==> src/rtl/vector_move_towards3_defines.svh <==
`ifndef VECTOR_MOVE_TOWARDS3_DEFINES_SVH
`define VECTOR_MOVE_TOWARDS3_DEFINES_SVH

// same-cycle implication, checked out of reset
`define VMT_ASSERT_IMP(label, ante, cons, msg) \
    label: assert property (@(posedge clk) disable iff (!rst_n) (ante) |-> (cons)) \
        else $error(msg);

// next-cycle implication, checked out of reset
`define VMT_ASSERT_NEXT(label, ante, cons, msg) \
    label: assert property (@(posedge clk) disable iff (!rst_n) (ante) |=> (cons)) \
        else $error(msg);

`endif

==> src/rtl/vmt_pkg.sv <==
package vmt_pkg;

    localparam int COORD_WIDTH_DEF = 32;
    localparam int NUM_AXES = 3;

    typedef struct packed {
        logic en;
        logic valid;
    } vmt_ctrl_t;

endpackage

==> src/rtl/vmt_sqrt.sv <==
module vmt_sqrt import vmt_pkg::*; #(
    parameter int W  = COORD_WIDTH_DEF,
    parameter int PW = 1
) (
    input  logic              clk,
    input  logic              rst_n,
    input  vmt_ctrl_t         ctrl,
    input  logic [2*W+3:0]    sum,
    input  logic [PW-1:0]     side_in,
    output logic              valid_out,
    output logic [W+1:0]      root,
    output logic [PW-1:0]     side_out
);

    localparam int SW   = 2*W+4;
    localparam int RW   = W+2;
    localparam int REMW = RW+2;

    logic [REMW-1:0] rem_reg  [RW];
    logic [RW-1:0]   root_reg [RW];
    logic [SW-1:0]   sh_reg   [RW];
    logic [PW-1:0]   side_reg [RW];
    logic            v_reg    [RW];

    for (genvar k = 0; k < RW; k++) begin : g_stage
        logic [REMW-1:0] rem_p;
        logic [RW-1:0]   root_p;
        logic [SW-1:0]   sh_p;
        logic [PW-1:0]   side_p;
        logic            v_p;
        logic [REMW-1:0] rem_sh;
        logic [REMW-1:0] trial;
        logic            ge;

        if (k == 0) begin : g_first
            assign rem_p  = '0;
            assign root_p = '0;
            assign sh_p   = sum;
            assign side_p = side_in;
            assign v_p    = ctrl.valid;
        end
        else begin : g_next
            assign rem_p  = rem_reg[k-1];
            assign root_p = root_reg[k-1];
            assign sh_p   = sh_reg[k-1];
            assign side_p = side_reg[k-1];
            assign v_p    = v_reg[k-1];
        end

        // one root bit per stage
        assign rem_sh = {rem_p[REMW-3:0], sh_p[SW-1 -: 2]};
        assign trial  = {root_p, 2'b01};
        assign ge     = rem_sh >= trial;

        always_ff @(posedge clk or negedge rst_n)
        begin
            if (!rst_n)
            begin
                v_reg[k] <= 1'b0;
            end
            else if (ctrl.en)
            begin
                v_reg[k] <= v_p;
            end
        end

        always_ff @(posedge clk)
        begin
            if (ctrl.en)
            begin
                rem_reg[k]  <= ge ? rem_sh - trial : rem_sh;
                root_reg[k] <= {root_p[RW-2:0], ge};
                sh_reg[k]   <= {sh_p[SW-3:0], 2'b00};
                side_reg[k] <= side_p;
            end
        end
    end

    assign valid_out = v_reg[RW-1];
    assign root      = root_reg[RW-1];
    assign side_out  = side_reg[RW-1];

endmodule

==> config.mk <==
export PLATFORM = sky130hd
export DESIGN_NAME = vmt_sqrt
export DESIGN_NICKNAME = d
export VERILOG_FILES = /design/src/rtl/vector_move_towards3_defines.svh /design/src/rtl/vmt_pkg.sv /design/src/rtl/vmt_sqrt.sv
export SDC_FILE = /design/constraint.sdc
export NUM_CORES = 2
export LEC_CHECK = 0
export ABC_AREA = 0
export ABC_CLOCK_PERIOD_IN_PS = 5500
export BUFFER_PORTS_ARGS = -buffer_cell sky130_fd_sc_hd__buf_2
export CORE_UTILIZATION = 60
export DETAILED_ROUTE_END_ITERATION = 12
export PLACE_DENSITY = 0.83
export SYNTH_ARGS = -nofsm -noshare
export SYNTH_HDL_FRONTEND = slang
export SYNTH_MEMORY_MAX_BITS = 65536
export SYNTH_SLANG_ARGS = --single-unit
==> constraint.sdc <==
create_clock -name clk -period 5.5 [get_ports clk]
set_input_delay 1.1 -clock clk [delete_from_list [all_inputs] [get_ports clk]]
set_output_delay 1.1 -clock clk [all_outputs]
set_load 0.005 [all_outputs]
# [Yosys cells after proc, flatten, opt, wreduce, memory -nomap -nowiden]
# Memories as Yosys holds them, arrays and structs flattened.
# Cells that the tools add are included.
# W data, S select, Z words.
[classes] mux=36 addsub=34 order_cmp=34
[ops] cell="$mux W36" n=34
[ops] cell="$ge A36 B36 Y1" n=33
[ops] cell="$sub A36 B36 Y36" n=33
[ops] cell="$sub A2 B1 Y3 const B" n=1
[ops] cell="$ge A2 B1 Y1 const B" n=1
[ops] cell="$mux W1" n=2
[word_totals] wordCells=142 output_inout_bits=36 register_bits=34 mem_bits_rw=4658 in_bits=73 memories=4
[memory_table] memory="sh_reg" depth=34 width=66 rd=33 rd_clocked_by_memory_dff=0 wr=34 line="vmt_sqrt.sv:21" text="logic [SW-1:0] sh_reg [RW];"
[memory_table] memory="rem_reg" depth=34 width=36 rd=33 rd_clocked_by_memory_dff=0 wr=34 line="vmt_sqrt.sv:19" text="logic [REMW-1:0] rem_reg [RW];"
[memory_table] memory="root_reg" depth=34 width=34 rd=34 rd_clocked_by_memory_dff=0 wr=34 line="vmt_sqrt.sv:20" text="logic [RW-1:0] root_reg [RW];"
[memory_table] memory="side_reg" depth=34 width=1 rd=34 rd_clocked_by_memory_dff=0 wr=34 line="vmt_sqrt.sv:22" text="logic [PW-1:0] side_reg [RW];"

# [Depth between registers and ports, before layout]
# An unclocked memory read counts as a cell.
[depth] depth_word=3 mapped_depth=14 ltp_nobuf=12

# [Least setup slack after synthesis]
# No wires, ideal clock.
[synth_path] path_type="register to register" from="memory rem_reg[10][21] (netlist name)" to="memory rem_reg[11][26] (netlist name) (data pin)" arrival_time_ns=3.130 slack_ns=2.098 synth_period_minus_slack_ns=3.402 stages_incl_launch_ff=11 setup_time_ns=0.271 required_ns=5.229 cell_sequence="edfxtp_1 -> or4_4 -> or4_1 -> or3_1 -> or3_1 -> a311o_1 -> a221oi_2 -> or3_1 -> buf_4 -> nor4_1 -> xor2_1"
[synth_lines] item="start: declaration" line="vmt_sqrt.sv:19"

==> metrics.yaml <==
drt_wl_total_mm: 288
worst-slew-pin-transition_ps: 1230
area_growth_pct: 10.6
finalSetupViolations: 0
worst_path_max_delay_cell: "a221oi_1"
gr-total-overflow: 0
cts_repair_resize_count: 0
synth_edf_count: 2822
first_pass_iters: 8
hold_violations: 0
cts_buffers: 303
fill_cells: 14800
cp-end-kind: "register"
r2r-start: "rem_reg[19][0]"
p_leak_uw: 0.0563
path_max_fanout: 46
final_cell_mix: "edfxtp_1, inv_1, a21oi_1, ha_1, nand2_1"
grt_antenna_before_repair: 7
grtUsageTotal: 0.259
gp_congestion: 0.976
timing.final.crit_share: 0.784
syn_area_um2: 132000
layout-drive-gt1-share: 0.0803
rows: 171
final_common_cell: "edfxtp_1"
core_um2: 218000
die_w_um: 471
drv_slew: 0
timing.critical_path.from_type: "register"
wl_per_cell_um: 21.3
dp_slack_ps: 1270
fin_crit_ps: 4310
cpLargestDelayFamily: "compound AO/OA/AOI/OAI gates"
yosysSeqAreaShare: 0.648
path_common_cell: "o21a_1"
path_buf_inv: 1
cp.required_ps: 6110
ant_nets: 0
drc: 0
clk_path_buf_depth: 4
dp_hpwl_mm: 201
vias: 81200
setup_ws_ps: 1190
cts_root_buf: "clkbuf_16"
slew_headroom: 0.181
cts.sinks: 2856
status: "finished, final reports clean"
max_freq_ghz: 0.232
io_buffers: 108
hold_class: "primary input to async pin"
clk_latency_ps: 960
ys_top_cells_by_area: "edfxtp_1, ha_1, xnor2_1"
max_stage_delay_ps: 780
viasPerCell: 6.01
setup_tns_ps: 0
peakVddDrop_uv: 381
synth_cell_types: 86
synth_top_area_cell: "edfxtp_1"
synth_top_area_frac: 0.641
grt_pass1_vias: 80900
fin_nets: 11100
yosysWarnings: 0
rsz0062_at_grt: "no"
syn_nets: 10800
die_area_um2: 222000
finClkSkew_ps: 105
cts_tree: "built"
largest_reg_flops: 1122
die_h_um: 471
path_class: "register to register"
grt_max_degree: 142
syn_area_per_cell_um2: 13.0
postCtsSetupBuffers: 0
cts-htree-levels: 5
async_reset_ff_frac: 0.0119
synth_flop_cell: "edfxtp_1"
ys_ff_latch: 2856
grt_first_pass_wirelength_mm: 450
first_iter_violations: 7175
crit_chain: "ha_1, nor2b_1, o21a_1, o21a_1, o31ai_1, a21boi_0, a221oi_1, o221a_2, buf_4, a2111oi_0, xor2_1"
cts_hold_buf: 0
arrival_ps: 4930
clkSlewWorstSetupHoldPaths_ps: 60
initial_utilization: 0.606
io_pins: 109
power_density_nw_per_um2: 436
crit_start: "rem_reg[19][0]"
cap_violations: 0
syn-instance-count: 10100
cell families (layout without fill, tap and decap cells):
group           Yosys count  count (layout)  synth area share
xor+xnor                910             910            0.0603
flops                  2856            2856             0.648
simple gates           2497            2497            0.0940
mux                     127             127            0.0108
buf+inv                1012            1536            0.0288
fa+ha+maj               631             631            0.0597
compound gates         2098            2098            0.0987
other cells               1               7         0.0000284
power breakdown:
part | total [µW] | switching (µW) | leakage (µW) | internal [µW]
combinational | 14200 | 8340 | 0.0241 | 5840
clock | 19800 | 8170 | 0.00463 | 11700
sequential | 29800 | 2050 | 0.0276 | 27700
total | 63800 | 18600 | 0.0563 | 45200
cells in the mapped netlist (76+ instances only):
master	number
mux2_2	121
edfxtp_1	2822
clkbuf_1	195
inv_1	795
xor2_1	424
nor4_1	126
o21a_1	94
a21oi_1	660
nor3_1	255
xnor2_1	486
nand2_1	616
nor2b_1	76
nand2b_1	103
nand3_1	172
nand4_1	118
or3_1	114
ha_1	631
o21ai_0	514
a21o_1	324
nor2_1	578
path summary, 6_finish.rpt:
kind / endpoint / slack (ps) / cells after the start
setup / recovery: rem_reg[20][23] / 1190 / 11
hold / removal: g_stage[32].v_p / 240 / 1
setup reg to reg: rem_reg[20][23] / 1190 / 11
hold reg to reg: sh_reg[23][51] / 400 / 0
max in group asynchronous: g_stage[13].v_p / 4770 / 1
min in group clk: sh_reg[0][24] / 310 / 1
routing by layer:
layer / wire length [µm] / part of all wire / GRT usage / vias up
met1: 114000 / 0.39 / 0.320 / 39400
li1: - / - / - / 38200
met4: 15500 / 0.054 / 0.127 / 4
met2: 145000 / 0.50 / 0.449 / 2780
met5: 30 / 0.00010 / 0 / -
met3: 14400 / 0.050 / 0.0321 / 769
through the flow:
stage	instances	cell area [µm²]	hold WS [ps]	util	total power (µW)
final	13500	146000	239	0.671	63800
after global placement	13000	137000	400	0.627	43500
after global routing	13500	146000	260	0.671	66700
after CTS	13500	146000	201	0.670	64000
after floorplan	10100	132000	400	-	39400
after detailed placement	13000	137000	405	0.627	43900
area by class of cell:
cell class | count | area, µm² | share of cell area
multi-input cells | 6264 | 42900 | 0.293
flip-flops and latches | 2856 | 85600 | 0.585
well taps | 2854 | 3570 | 0.0244
diodes | 6 | 15.0 | 0.000103
inverters | 798 | 3000 | 0.0205
clock buffers | 367 | 7970 | 0.0545
repair buffers | 217 | 1610 | 0.0110
clock inverters | 154 | 1550 | 0.0106
Power figures use the tool's default switching activity.
